[config.mk]
export PLATFORM = sky130hd
export DESIGN_NAME = snmg_queue
export DESIGN_NICKNAME = d
export VERILOG_FILES = /design/src/hw/rtl/snmg_pkg.sv /design/src/hw/rtl/snmg_queue.sv
export SDC_FILE = /design/constraint.sdc
export NUM_CORES = 1
export LEC_CHECK = 0
export BUFFER_PORTS_ARGS = -buffer_cell sky130_fd_sc_hd__buf_2
export CAP_MARGIN = 5
export CORE_MARGIN = 2
export CORE_UTILIZATION = 30
export CTS_BUF_LIST = sky130_fd_sc_hd__clkbuf_16
export CTS_CLUSTER_SIZE = 16
export DETAILED_ROUTE_END_ITERATION = 10
export GPL_ROUTABILITY_DRIVEN = 0
export GPL_TIMING_DRIVEN = 0
export RECOVER_POWER = 50
export SETUP_SLACK_MARGIN = 0.1
export SLEW_MARGIN = 20
export SYNTH_ARGS = -nofsm -noshare
export SYNTH_HDL_FRONTEND = slang
export SYNTH_SLANG_ARGS = --single-unit
[constraint.sdc]
create_clock -name clk -period 1.9 [get_ports clk]
set_input_delay 0.285 -clock clk [delete_from_list [all_inputs] [get_ports clk]]
set_output_delay 0.285 -clock clk [all_outputs]
set_load 0.02 [all_outputs]
[src/hw/rtl/snmg_pkg.sv]
// ----------------------------------------------------------------------------
// snmg_pkg
// Shared types, constants and gradient helpers of the sobel normal map block.
// ----------------------------------------------------------------------------
package snmg_pkg;

  localparam int DEF_MAX_WIDTH  = 2048;
  localparam int DEF_MAX_HEIGHT = 2048;
  localparam int QUEUE_DEPTH    = 4;
  localparam int LUM_W          = 16;
  localparam int GRAD_W         = 20;

  localparam logic CMD_PIXEL = 1'b0;
  localparam logic CMD_DRAIN = 1'b1;

  localparam logic [1:0] REG_WIDTH  = 2'd0;
  localparam logic [1:0] REG_HEIGHT = 2'd1;
  localparam logic [1:0] REG_Z      = 2'd2;

  localparam logic [11:0] RESET_WIDTH  = 12'd256;
  localparam logic [11:0] RESET_HEIGHT = 12'd256;
  localparam logic [19:0] RESET_Z      = 20'd65536;

  localparam logic [7:0]  LUM_R = 8'd54;
  localparam logic [7:0]  LUM_G = 8'd183;
  localparam logic [7:0]  LUM_B = 8'd19;
  localparam logic [15:0] LEVEL_SCALE = 16'd65025;

  typedef logic [8:0][LUM_W-1:0] win_t;

  typedef struct packed {
    logic [LUM_W-1:0] t;
    logic [LUM_W-1:0] m;
    logic [LUM_W-1:0] b;
  } col_t;

  typedef struct packed {
    logic signed [GRAD_W-1:0] gx;
    logic signed [GRAD_W-1:0] gy;
    logic                     flast;
  } job_t;

  typedef enum logic {F_IDLE, F_STEP} front_state_t;

  typedef enum logic [3:0] {
    B_IDLE, B_SQX, B_SQY, B_SQZ, B_SUM, B_RLO, B_RHI, B_RFIN,
    B_QSQ, B_QLO, B_QHI, B_QCMP, B_OUT
  } back_state_t;

  function automatic col_t get_col(win_t w, logic [1:0] c);
    col_t r;
    case (c)
      2'd0: begin
        r = '{t: w[0], m: w[3], b: w[6]};
      end
      2'd1: begin
        r = '{t: w[1], m: w[4], b: w[7]};
      end
      default: begin
        r = '{t: w[2], m: w[5], b: w[8]};
      end
    endcase
    return r;
  endfunction

  function automatic logic [GRAD_W-1:0] tap3(logic [LUM_W-1:0] a, logic [LUM_W-1:0] m,
                                             logic [LUM_W-1:0] c);
    return {4'b0, a} + {3'b0, m, 1'b0} + {4'b0, c};
  endfunction

  function automatic logic signed [GRAD_W-1:0] grad_x(col_t l, col_t r);
    return $signed(tap3(r.t, r.m, r.b)) - $signed(tap3(l.t, l.m, l.b));
  endfunction

  function automatic logic signed [GRAD_W-1:0] grad_y(col_t l, col_t c, col_t r);
    return $signed(tap3(l.b, c.b, r.b)) - $signed(tap3(l.t, c.t, r.t));
  endfunction

endpackage

[src/hw/rtl/snmg_queue.sv]
// ----------------------------------------------------------------------------
// snmg_queue
// Short job queue between the window front and the normalizing back.
// ----------------------------------------------------------------------------
module snmg_queue (
  input  logic           clk,
  input  logic           rst,
  input  logic           push,
  input  snmg_pkg::job_t push_job,
  input  logic           pop,
  output snmg_pkg::job_t head,
  output logic           full,
  output logic           empty
);

  localparam int D  = snmg_pkg::QUEUE_DEPTH;
  localparam int PW = $clog2(D);
  localparam int NW = $clog2(D + 1);

  snmg_pkg::job_t slots [D];
  logic [PW-1:0]  wp, rp;
  logic [NW-1:0]  count;

  assign full  = (count == NW'(D));
  assign empty = (count == '0);
  assign head  = slots[rp];

  always_ff @(posedge clk) begin
    if (push) slots[wp] <= push_job;
  end

  always_ff @(posedge clk) begin
    if (rst) begin
      wp    <= '0;
      rp    <= '0;
      count <= '0;
    end else begin
      if (push) wp <= (wp == PW'(D - 1)) ? '0 : wp + PW'(1);
      if (pop)  rp <= (rp == PW'(D - 1)) ? '0 : rp + PW'(1);
      case ({push, pop})
        2'b10:   count <= count + NW'(1);
        2'b01:   count <= count - NW'(1);
        default: count <= count;
      endcase
    end
  end

  a_no_push_full: assert property (@(posedge clk) disable iff (rst) push |-> !full)
    else $error("job pushed into full queue");
  a_no_pop_empty: assert property (@(posedge clk) disable iff (rst) pop |-> !empty)
    else $error("job popped from empty queue");
  a_count_bound: assert property (@(posedge clk) disable iff (rst) count <= NW'(D))
    else $error("queue count beyond depth");

endmodule

==> run_results.csv <==
group,metric,value,unit
outcome,status,"finished with violations",
outcome,violations,"negative setup slack",
power_and_ir_drop,p_leak,2.57,nW
layout,fillCellCount,1923,
yosys,synthTopCellsByArea,"edfxtp_1 (77%), mux4_2 (14%), dfxtp_1 (2.8%)",
placed_design,placed_area,0.00720,sq mm
yosys,syn_inst,263,
sta,holdWs,118,ps
sta,tightest_slew,693,ps
clock_tree,clk_pin_slew,70,ps
sta,finalHoldViolCount,0,
yosys,syn_nets,315,
sta,fmaxAchievable,488,MHz
job,maxCapViolations,0,
power_and_ir_drop,swShare,22.6,%
placed_design,dp_cells,625,
yosys,yosys_warnings,0,
worst_setup_path,cp.required,1620,ps
yosys,seq_area_frac_synth,79.6,%
yosys,synth_area_per_cell,24.4,sq um
worst_setup_path,worstSetupPathType,"flip-flop to primary output",
placed_design,hpwl,6870,microns
worst_setup_path,setup.worst_path.start_class,"flip-flop",
routing,wirelength,11800,microns
clock_tree,clock-root-buffer,"clkbuf_16",
global_route,grt_pass1_wl,18000,microns
worst_setup_path,crit_arrival,1760,ps
placed_design,numPortBuffers,87,
min_path,worstHoldStart,"push_job[12]",
die,rows,53,
sta,post-route-period-util,108,%
sta,slew_violations,0,
routing,drtPass1Iterations,4,
power_and_ir_drop,vdd_ir_drop_max,0.555,mV
power_and_ir_drop,power.density,1090,mW/mm^2
power_and_ir_drop,pwr-share-clk,38.8,%
placed_design,place_ws,69.2,ps
routing,dr.first_iter.drc_count,101,
power_and_ir_drop,power.total,8.61,mW
layout,syn2layout_area_growth,22.7,%
min_path,worstHoldPathType,"primary input to flip-flop",
layout,antenna_cells,0,
sta,finalCriticalPeriod,2050,ps
yosys,synth.distinct_cells,21,
routing,wl_per_cell,17.9,microns
sta,finalWorstSetupSlack,-148,ps
clock_tree,clock-sinks,173,
routing,vias_per_cell,4.48,
global_route,grt_max_degree,42,
layout,utilization,37.4,%
global_route,grt-ovfl-total,0,
clock_tree,clk_path_buf_depth,2,
sta,finalClockSkew,10.1,ps
die,ioPinCount,88,
power_and_ir_drop,seqPwrFrac,50.9,%
die,dieArea,0.0226,sq mm
clock_tree,clk_latency,420,ps
worst_setup_path,crit_fanout,10,
routing,vias,2951,
layout,drive_gt1_share,33.9,%
clock_tree,cts_tree,"yes",
global_route,grt_usage,11.1,%
die,fp.dieW,150,microns
power_and_ir_drop,power.share.combinational,10.3,%
worst_setup_path,end_kind,"primary output",
layout,nNetsFinal,423,
power_and_ir_drop,intPower,6.66,mW
die,core-area,0.0210,sq mm
clock_tree,cts_buffers,17,
yosys,synth_seq_cells,173,
sta,tns,-4390,ps
routing,post-route-drc-count,0,
power_and_ir_drop,net-switching-power,1.95,mW
die,start_util,30.5,%
sta,finalSetupViolations,41,
sta,rsz0062_at_grt,"yes",
die,die_h,150,microns
yosys,syn-cell-area,0.00641,sq mm
routing,drtAntennaViolNets,0,
worst_setup_path,r2r-start,"wp[0]",
layout,final_area,0.00787,sq mm
yosys,synth_area_leader_cell,"edfxtp_1",
layout,instances_no_fill,659,
yosys,synth_top_area_share,76.8,%
global_route,grt_pass1_vias,3203,
clock_tree,htree_levels,4,
global_route,grt_antenna_before_repair,0,
sta,max_slew_margin,53.8,%
==> repair_timing <==
item                                    4_1_cts  5_1_grt
hold buffers                                  0        0
cloned                                        1        0
endpoints found under the setup margin       41       41
setup buffers                                 1        0
gates resized for setup                      26       14
==> critical path, cell delays in order (launching register included) <==
cell and delay, ps:
dfxtp_2 340, buf_12 140, buf_12 160, mux4_2 520
buf_2 180
==> routing by layer <==
metal | up-vias | wire length, microns | GRT usage (%) | part of all wire [%]
li1 | 1315 | - | - | -
met1 | 1555 | 5060 | 13.6 | 43
met2 | 67 | 6010 | 18.2 | 51
met3 | 14 | 574 | 4.09 | 4.9
met4 | 0 | 159 | 3.92 | 1.3
met5 | - | 0 | 0 | 0
==> kinds of logic (layout without fill, tap and decap cells) <==
kind of cell	count (synthesis)	in the layout	share of synthesized area, %
flops	173	173	79.6
mux	43	43	14.8
buf+inv	17	138	2.20
simple gates	16	16	1.31
fa+ha+maj	7	7	1.48
compound gates	5	5	0.390
xor+xnor	2	2	0.273
==> state kept, by name, indices dropped and copies added, names as in the netlist, named ones only <==
register and flops:
wp 2, slots 164, count 3, rp 2
==> power groups by stage <==
stage	sequential, mW	combinational [mW]	clock [mW]
2_1_floorplan	4.45	0.537	0
3_3_place_gp	4.46	0.823	0
3_5_place_dp	4.46	0.844	0
4_1_cts	4.38	0.900	3.45
5_1_grt	4.39	0.960	3.60
6_report	4.38	0.886	3.34
==> layout make-up <==
class / count / area, sq um / share of cell area (%)
repair buffers: 89 / 512 / 6.50
well taps: 275 / 344 / 4.37
clock buffers: 17 / 425 / 5.41
clock inverters: 15 / 146 / 1.86
multi-input cells: 73 / 1170 / 14.9
inverters: 7 / 26.3 / 0.334
plain buffers: 10 / 135 / 1.72
flip-flops and latches: 173 / 5110 / 64.9
==> Yosys cell counts <==
master    count
buf_12        4
and3_1        1
buf_1         1
dfxtp_1       9
xor2_1        2
mux2i_1       2
nor3b_1       2
mux4_1        1
buf_2         4
inv_1         7
a21oi_1       4
and2_1        4
nor2_1        7
mux4_2       40
or3_1         1
buf_6         1
fa_1          1
o21ai_0       1
ha_1          6
edfxtp_1    164
nor3_1        1
==> path summary, 6_finish.rpt <==
path,end,slack [ps],cells past startpoint
max,head[4],-150,4
min,slots[0][12],120,1
max reg2reg,slots[3][34],280,2
min reg2reg,count[1],540,2
==> placed cells by master (no fill, tap or decap), types with 3 or more instances in the layout <==
cell       count
ha_1           6
dfxtp_1        8
mux4_2        41
buf_6         15
buf_4          5
clkinv_1       4
clkbuf_16     17
clkinv_4       3
buf_2         31
inv_1          8
clkbuf_1      42
and2_4         4
edfxtp_1     164
inv_6          3
a21oi_1        4
nor2_1         7
buf_12         5
Note: power is estimated with default switching activity, not from simulation.
