### src/hw/rtl/snmg_pkg.sv
// ----------------------------------------------------------------------------
// snmg_pkg
// Shared types, constants and gradient helpers of the sobel normal map block.
// ----------------------------------------------------------------------------
package snmg_pkg;

  localparam int DEF_MAX_WIDTH  = 2048;
  localparam int DEF_MAX_HEIGHT = 2048;
  localparam int QUEUE_DEPTH    = 4;
  localparam int LUM_W          = 16;
  localparam int GRAD_W         = 20;

  localparam logic CMD_PIXEL = 1'b0;
  localparam logic CMD_DRAIN = 1'b1;

  localparam logic [1:0] REG_WIDTH  = 2'd0;
  localparam logic [1:0] REG_HEIGHT = 2'd1;
  localparam logic [1:0] REG_Z      = 2'd2;

  localparam logic [11:0] RESET_WIDTH  = 12'd256;
  localparam logic [11:0] RESET_HEIGHT = 12'd256;
  localparam logic [19:0] RESET_Z      = 20'd65536;

  localparam logic [7:0]  LUM_R = 8'd54;
  localparam logic [7:0]  LUM_G = 8'd183;
  localparam logic [7:0]  LUM_B = 8'd19;
  localparam logic [15:0] LEVEL_SCALE = 16'd65025;

  typedef logic [8:0][LUM_W-1:0] win_t;

  typedef struct packed {
    logic [LUM_W-1:0] t;
    logic [LUM_W-1:0] m;
    logic [LUM_W-1:0] b;
  } col_t;

  typedef struct packed {
    logic signed [GRAD_W-1:0] gx;
    logic signed [GRAD_W-1:0] gy;
    logic                     flast;
  } job_t;

  typedef enum logic {F_IDLE, F_STEP} front_state_t;

  typedef enum logic [3:0] {
    B_IDLE, B_SQX, B_SQY, B_SQZ, B_SUM, B_RLO, B_RHI, B_RFIN,
    B_QSQ, B_QLO, B_QHI, B_QCMP, B_OUT
  } back_state_t;

  function automatic col_t get_col(win_t w, logic [1:0] c);
    col_t r;
    case (c)
      2'd0: begin
        r = '{t: w[0], m: w[3], b: w[6]};
      end
      2'd1: begin
        r = '{t: w[1], m: w[4], b: w[7]};
      end
      default: begin
        r = '{t: w[2], m: w[5], b: w[8]};
      end
    endcase
    return r;
  endfunction

  function automatic logic [GRAD_W-1:0] tap3(logic [LUM_W-1:0] a, logic [LUM_W-1:0] m,
                                             logic [LUM_W-1:0] c);
    return {4'b0, a} + {3'b0, m, 1'b0} + {4'b0, c};
  endfunction

  function automatic logic signed [GRAD_W-1:0] grad_x(col_t l, col_t r);
    return $signed(tap3(r.t, r.m, r.b)) - $signed(tap3(l.t, l.m, l.b));
  endfunction

  function automatic logic signed [GRAD_W-1:0] grad_y(col_t l, col_t c, col_t r);
    return $signed(tap3(l.b, c.b, r.b)) - $signed(tap3(l.t, c.t, r.t));
  endfunction

endpackage

### src/hw/rtl/snmg_back.sv
// ----------------------------------------------------------------------------
// snmg_back
// Normalizes a gradient job and maps each component to a byte by an exact
// binary search on one shared multiplier; holds the result item register.
// ----------------------------------------------------------------------------
module snmg_back (
  input  logic           clk,
  input  logic           rst,
  input  logic [19:0]    z_eff,
  input  logic           empty,
  input  snmg_pkg::job_t head,
  output logic           pop,
  output logic           m_tvalid,
  input  logic           m_tready,
  output logic [23:0]    m_tdata,   // normal_x, normal_y, normal_z
  output logic           m_tlast    // frame_last
);

  localparam int GW = snmg_pkg::GRAD_W;

  snmg_pkg::back_state_t state, state_next;

  logic signed [GW-1:0] gx_r, gy_r;
  logic        flast_r;
  logic [39:0] v2 [3];
  logic [41:0] s_r, acc, prod;
  logic [57:0] rhs, lhs;
  logic [15:0] aa2;
  logic [7:0]  lo, hi, res_x, res_y, res_z;
  logic [1:0]  comp;
  logic [20:0] op_a, op_b;

  logic [GW-1:0] gx_mag, gy_mag;
  logic [39:0]   v2_sel;
  logic [8:0]    mid_sum;
  logic [7:0]    mid, aa, lo_new, hi_new;
  logic signed [9:0] lvl, lvl_abs;
  logic          v_neg, fits, done, out_free;

  always_comb begin
    gx_mag  = gx_r[GW-1] ? GW'(-gx_r) : gx_r;
    gy_mag  = gy_r[GW-1] ? GW'(-gy_r) : gy_r;
    case (comp)
      2'd0:    v2_sel = v2[0];
      2'd1:    v2_sel = v2[1];
      default: v2_sel = v2[2];
    endcase
    case (comp)
      2'd0:    v_neg = gx_r[GW-1];
      2'd1:    v_neg = gy_r[GW-1];
      default: v_neg = 1'b0;
    endcase
    mid_sum = {1'b0, lo} + {1'b0, hi} + 9'd1;
    mid     = mid_sum[8:1];
    lvl     = $signed({1'b0, mid, 1'b0}) - 10'sd255;
    lvl_abs = lvl[9] ? -lvl : lvl;
    aa      = lvl_abs[7:0];
    lhs     = {16'b0, acc} + {prod[36:0], 21'b0};
    if (lvl[9]) fits = !v_neg || (lhs >= rhs);
    else        fits = !v_neg && (lhs <= rhs);
    lo_new   = fits ? mid : lo;
    hi_new   = fits ? hi : mid - 8'd1;
    done     = (lo_new == hi_new);
    out_free = !m_tvalid || m_tready;
  end

  // next state
  always_comb begin
    state_next = state;
    case (state)
      snmg_pkg::B_IDLE: if (!empty) state_next = snmg_pkg::B_SQX;
      snmg_pkg::B_SQX:  state_next = snmg_pkg::B_SQY;
      snmg_pkg::B_SQY:  state_next = snmg_pkg::B_SQZ;
      snmg_pkg::B_SQZ:  state_next = snmg_pkg::B_SUM;
      snmg_pkg::B_SUM:  state_next = snmg_pkg::B_RLO;
      snmg_pkg::B_RLO:  state_next = snmg_pkg::B_RHI;
      snmg_pkg::B_RHI:  state_next = snmg_pkg::B_RFIN;
      snmg_pkg::B_RFIN: state_next = snmg_pkg::B_QSQ;
      snmg_pkg::B_QSQ:  state_next = snmg_pkg::B_QLO;
      snmg_pkg::B_QLO:  state_next = snmg_pkg::B_QHI;
      snmg_pkg::B_QHI:  state_next = snmg_pkg::B_QCMP;
      snmg_pkg::B_QCMP: begin
        if (!done)              state_next = snmg_pkg::B_QSQ;
        else if (comp == 2'd2)  state_next = snmg_pkg::B_OUT;
        else                    state_next = snmg_pkg::B_RLO;
      end
      snmg_pkg::B_OUT:  if (out_free) state_next = snmg_pkg::B_IDLE;
      default:          state_next = snmg_pkg::B_IDLE;
    endcase
  end

  // outputs
  always_comb begin
    pop  = 1'b0;
    op_a = '0;
    op_b = '0;
    case (state)
      snmg_pkg::B_IDLE: pop = !empty;
      snmg_pkg::B_SQX: begin
        op_a = 21'(gx_mag);
        op_b = 21'(gx_mag);
      end
      snmg_pkg::B_SQY: begin
        op_a = 21'(gy_mag);
        op_b = 21'(gy_mag);
      end
      snmg_pkg::B_SQZ: begin
        op_a = {1'b0, z_eff};
        op_b = {1'b0, z_eff};
      end
      snmg_pkg::B_RLO: begin
        op_a = 21'(snmg_pkg::LEVEL_SCALE);
        op_b = {1'b0, v2_sel[19:0]};
      end
      snmg_pkg::B_RHI: begin
        op_a = 21'(snmg_pkg::LEVEL_SCALE);
        op_b = {1'b0, v2_sel[39:20]};
      end
      snmg_pkg::B_QSQ: begin
        op_a = 21'(aa);
        op_b = 21'(aa);
      end
      snmg_pkg::B_QLO: begin
        op_a = 21'(prod[15:0]);
        op_b = s_r[20:0];
      end
      snmg_pkg::B_QHI: begin
        op_a = 21'(aa2);
        op_b = s_r[41:21];
      end
      default: begin
        op_a = '0;
      end
    endcase
  end

  always_ff @(posedge clk) begin
    prod <= {21'b0, op_a} * {21'b0, op_b};
    case (state)
      snmg_pkg::B_IDLE: begin
        gx_r    <= head.gx;
        gy_r    <= head.gy;
        flast_r <= head.flast;
        comp    <= 2'd0;
      end
      snmg_pkg::B_SQY: v2[0] <= prod[39:0];
      snmg_pkg::B_SQZ: v2[1] <= prod[39:0];
      snmg_pkg::B_SUM: begin
        v2[2] <= prod[39:0];
        s_r   <= {2'b0, v2[0]} + {2'b0, v2[1]} + {2'b0, prod[39:0]};
      end
      snmg_pkg::B_RHI: acc <= prod;
      snmg_pkg::B_RFIN: begin
        rhs <= {16'b0, acc} + {prod[37:0], 20'b0};
        lo  <= 8'd0;
        hi  <= 8'd255;
      end
      snmg_pkg::B_QLO: aa2 <= prod[15:0];
      snmg_pkg::B_QHI: acc <= prod;
      snmg_pkg::B_QCMP: begin
        lo <= lo_new;
        hi <= hi_new;
        if (done) begin
          case (comp)
            2'd0:    res_x <= lo_new;
            2'd1:    res_y <= lo_new;
            default: res_z <= lo_new;
          endcase
          comp <= comp + 2'd1;
        end
      end
      default: begin
        acc <= acc;
      end
    endcase
    if (state == snmg_pkg::B_OUT && out_free) begin
      m_tdata <= {res_z, res_y, res_x};
      m_tlast <= flast_r;
    end
  end

  always_ff @(posedge clk) begin
    if (rst) begin
      state    <= snmg_pkg::B_IDLE;
      m_tvalid <= 1'b0;
    end else begin
      state <= state_next;
      if (state == snmg_pkg::B_OUT && out_free) m_tvalid <= 1'b1;
      else if (m_tready)                         m_tvalid <= 1'b0;
    end
  end

endmodule

### config.mk
export PLATFORM = sky130hd
export DESIGN_NAME = snmg_back
export DESIGN_NICKNAME = d
export VERILOG_FILES = /design/src/hw/rtl/snmg_pkg.sv /design/src/hw/rtl/snmg_back.sv
export SDC_FILE = /design/constraint.sdc
export NUM_CORES = 2
export LEC_CHECK = 0
export ABC_AREA = 1
export BUFFER_PORTS_ARGS = -buffer_cell sky130_fd_sc_hd__buf_2
export CAP_MARGIN = 25
export CORE_ASPECT_RATIO = 1.5
export CORE_MARGIN = 2
export CORE_UTILIZATION = 30
export CTS_CLUSTER_DIAMETER = 120
export CTS_CLUSTER_SIZE = 24
export DETAILED_ROUTE_END_ITERATION = 10
export PLACE_DENSITY = 0.53
export SETUP_SLACK_MARGIN = 0.02
export SLEW_MARGIN = 20
export SYNTH_ARGS = -nofsm -noshare
export SYNTH_HDL_FRONTEND = slang
export SYNTH_SLANG_ARGS = --single-unit
export TNS_END_PERCENT = 10
### constraint.sdc
create_clock -name clk -period 9.2 [get_ports clk]
set_input_delay 0.92 -clock clk [delete_from_list [all_inputs] [get_ports clk]]
set_output_delay 0.92 -clock clk [all_outputs]
set_load 0.005 [all_outputs]
==> impl_metrics.tcl <==
set metrics [dict create \
    status "finished clean" \
    drc 0 \
    synth_top_family_by_area "adder cells" \
    avgViaCountPerCell 4.816 \
    gr-total-overflow 0 \
    syn_area_per_cell_sq_um 9.217 \
    ff2ff_setup_slack_ns 0.42 \
    p_leak_nw 20.17 \
    synthCells 4071 \
    pwr-share-clk 0.129 \
    yosysSeqAreaShare 0.3340 \
    grt_first_pass_wirelength_mm 179.0 \
    critPathArrivalTime_ns 9.26 \
    period_needed_ns 8.778 \
    cts_tree "built" \
    gp_congestion 0.9531 \
    die_area_sq_um 128000 \
    r2r_cells 42 \
    hold_viol 0 \
    antenna_found_initial 2 \
    dpl.cell_count 5900 \
    cp_common_cell "inv_1" \
    peakVddDrop_mv 0.1421 \
    cp.buffers_inverters 12 \
    design_area_sq_um 42410 \
    startpoint_type "flop" \
    core_area_sq_um 124000 \
    synth_common_cells "nand2_1, inv_1, edfxtp_1, fa_1, ha_1" \
    final_cells 5959 \
    worst_r2r_endpoint "prod[41]" \
    yosys_register_bits 433 \
    vias 28700 \
    critical_path_class "flop to flop" \
    drive_gt1_frac 0.1044 \
    maxCapViolations 0 \
    postRouteAntennaNets 0 \
    start_util 0.3027 \
    r2r-start "gy_r[0]" \
    synth_cell_types 65 \
    cts_buffer_depth 3 \
    synthDominantCellAreaShare 0.3089 \
    clock_latency_ns 0.61 \
    die_y_um 437.2 \
    required_ns 9.68 \
    htree_levels 1 \
    syn_to_final_growth_pct 13.03 \
    die-width_um 292.8 \
    pwr-share-comb 0.558 \
    synth_area_leaders "edfxtp_1, fa_1, ha_1" \
    drt_wl_total_mm 118.8 \
    whs_ns 0.4265 \
    cp_top_family "adder cells" \
    powerDensity_nw_per_um2 205.8 \
    cts_sinks 433 \
    syn_area_sq_um 37520 \
    clk_pin_slew_ns 0.10 \
    cell_internal_pwr_w 0.004725 \
    crit_fanout 6 \
    finalCritPeriodShare 0.9541 \
    yosys_most_used_dff "edfxtp_1" \
    synth_most_common_cell "nand2_1" \
    placed_area_sq_um 41400 \
    min_to "m_tlast" \
    fin_tns_setup_ns 0 \
    avgRoutedWirePerCell_um 19.94 \
    num_io_pins 92 \
    cts-root-buf "clkbuf_16" \
    worstMarginPinSlew_ns 1.010 \
    synth-warning-count 0 \
    rows 158 \
    drtIter0Drc 1681 \
    dpl.hpwl_mm 96.13 \
    cpPeakStageDelay_ns 0.65 \
    rsz0062_at_grt "yes" \
    fmax_mhz 113.9 \
    grt_max_degree 60 \
    synth_xor_area_frac 0.03501 \
    num-nets-final 5098 \
    skew_ns 0.03335 \
    synth_async_sr_flop_share 0 \
    synth_edf_count 386 \
    port_buffers 91 \
    crit_path_end_kind "flop" \
    yosys.area_share.simple 0.1531 \
    hold_path_depth 0 \
    yosys.area_share.adder 0.3074 \
    drt_first_pass_iters 5 \
    holdCritPathClass "flop to flop" \
    grtUsageTotal 0.1856 \
    synthMuxAreaShare 0 \
    worstHoldStart "flast_r" \
    slew-limit-headroom 0.3215 \
    p_sw_w 0.004003 \
    sw_frac_of_total 0.4586 \
    postLayoutCoreUtil 0.3422 \
    setup_violations 0 \
    synth_compound_area_frac 0.07629 \
    slew_violations 0 \
    cts_buffers 22 \
    slowest_stage "nor3_1" \
    grt_pass1_vias 29820 \
    p_seq_frac 0.313 \
    yosysTopAreaCell "edfxtp_1" \
]
-- power groups by stage --
stage	clock, W	combinational [W]	sequential (W)
6_report	0.00112	0.00487	0.00273
5_1_grt	0.00121	0.00542	0.00274
4_1_cts	0.00116	0.00481	0.00272
3_5_place_dp	0	0.00477	0.00277
3_3_place_gp	0	0.00476	0.00277
2_1_floorplan	0	0.00301	0.00266
-- flip-flops by register name, indices dropped and copies added (netlist names) --
register / flops
aa2: 16
acc: 42
comp: 2
flast_r: 1
gx_r: 20
gy_r: 20
hi: 8
lo: 8
m_tdata: 24
m_tlast: 1
m_tvalid: 1
prod: 42
res_x: 8
res_y: 8
res_z: 8
rhs: 58
s_r: 42
state: 4
v2: 120
-- worst reg2reg max path: cells and delay by family, from the launching register on --
| kind | cells | cell delay [ns] |
|---|---|---|
| xor+xnor | 1 | 0.15 |
| fa+ha+maj | 8 | 3.84 |
| compound gates | 10 | 1.18 |
| simple gates | 11 | 1.82 |
| buf+inv | 12 | 1.30 |
| flops | 1 | 0.42 |
-- area by class of cell --
| class | count | area, sq um |
|---|---|---|
| Antenna cell | 2 | 5.005 |
| Timing Repair Buffer | 329 | 2366 |
| Clock buffer | 36 | 603.1 |
| Fill cell | 12740 | 81540 |
| Inverter | 829 | 3133 |
| Tap cell | 1600 | 2002 |
| Clock inverter | 4 | 46.29 |
| Sequential cell | 433 | 12530 |
| Multi-Input combinational cell | 2726 | 21720 |
-- cells in the final DEF (no fill, tap or decap), types with 7 or more instances in the layout --
cell	instances
nand2_1	904
inv_1	802
edfxtp_1	386
fa_1	383
ha_1	307
nor2_1	272
buf_4	226
a21oi_1	204
nand3_1	97
xor2_1	91
buf_2	91
o21ai_0	84
xnor2_1	59
a31oi_1	54
dfxtp_1	47
nor3_1	27
clkbuf_16	22
nand4_1	18
a22o_1	18
a221oi_1	14
o21ai_1	14
clkbuf_1	14
inv_2	12
o211ai_1	12
nor2_4	10
nor3_2	10
o21a_1	10
a21o_1	9
nand3b_1	9
buf_12	9
clkinv_1	8
nor4_1	8
a221o_1	8
nand3_2	7
-- metal layers --
layer,global-route usage,vias up,share of wire
met5,0,-,0
met4,0.1108,0,0.069
met3,0.01010,233,0.027
met2,0.3570,655,0.54
met1,0.1978,14320,0.36
li1,-,13490,-
-- worst max path at each step --
| stage | from | to | slack (ns) | cells past startpoint |
|---|---|---|---|---|
| after floorplan | state[0] | prod[41] | 0.38 | 38 |
| after global placement | gx_r[2] | prod[41] | 0.02 | 42 |
| after detailed placement | gy_r[0] | prod[41] | -0.003 | 42 |
| after CTS | lo[0] | prod[41] | 0.11 | 46 |
| after global routing | lo[0] | prod[39] | -0.004 | 44 |
| final | gy_r[0] | prod[41] | 0.42 | 42 |
-- logic make-up (layout without fill, tap and decap cells) --
logic type,after synthesis,after routing
XOR/XNOR,150,150
other,2,7
AO/OA/AOI/OAI,481,481
flip-flops,433,433
AND/OR/NAND/NOR,1398,1398
adder cells (fa/ha/maj),692,692
buffers and inverters,915,1198
-- stage by stage --
stage               setup WS (ns)  power, W
detailed placement      -0.002682  0.007541
global route            -0.004403  0.009372
finish                     0.4223  0.008728
global placement          0.01891  0.007526
CTS                        0.1093  0.008693
floorplan                  0.3770  0.005671
-- repair_timing --
action / CTS / global route
hold endpoints to repair: 0 / 0
resized for setup: 2 / 58
pin swaps: 1 / 23
cloned: 0 / 0
endpoints found under the setup margin: 1 / 17
hold buffers: 0 / 0
buffers inserted: 1 / 14
No activity file was read; power rests on OpenSTA's default activity.
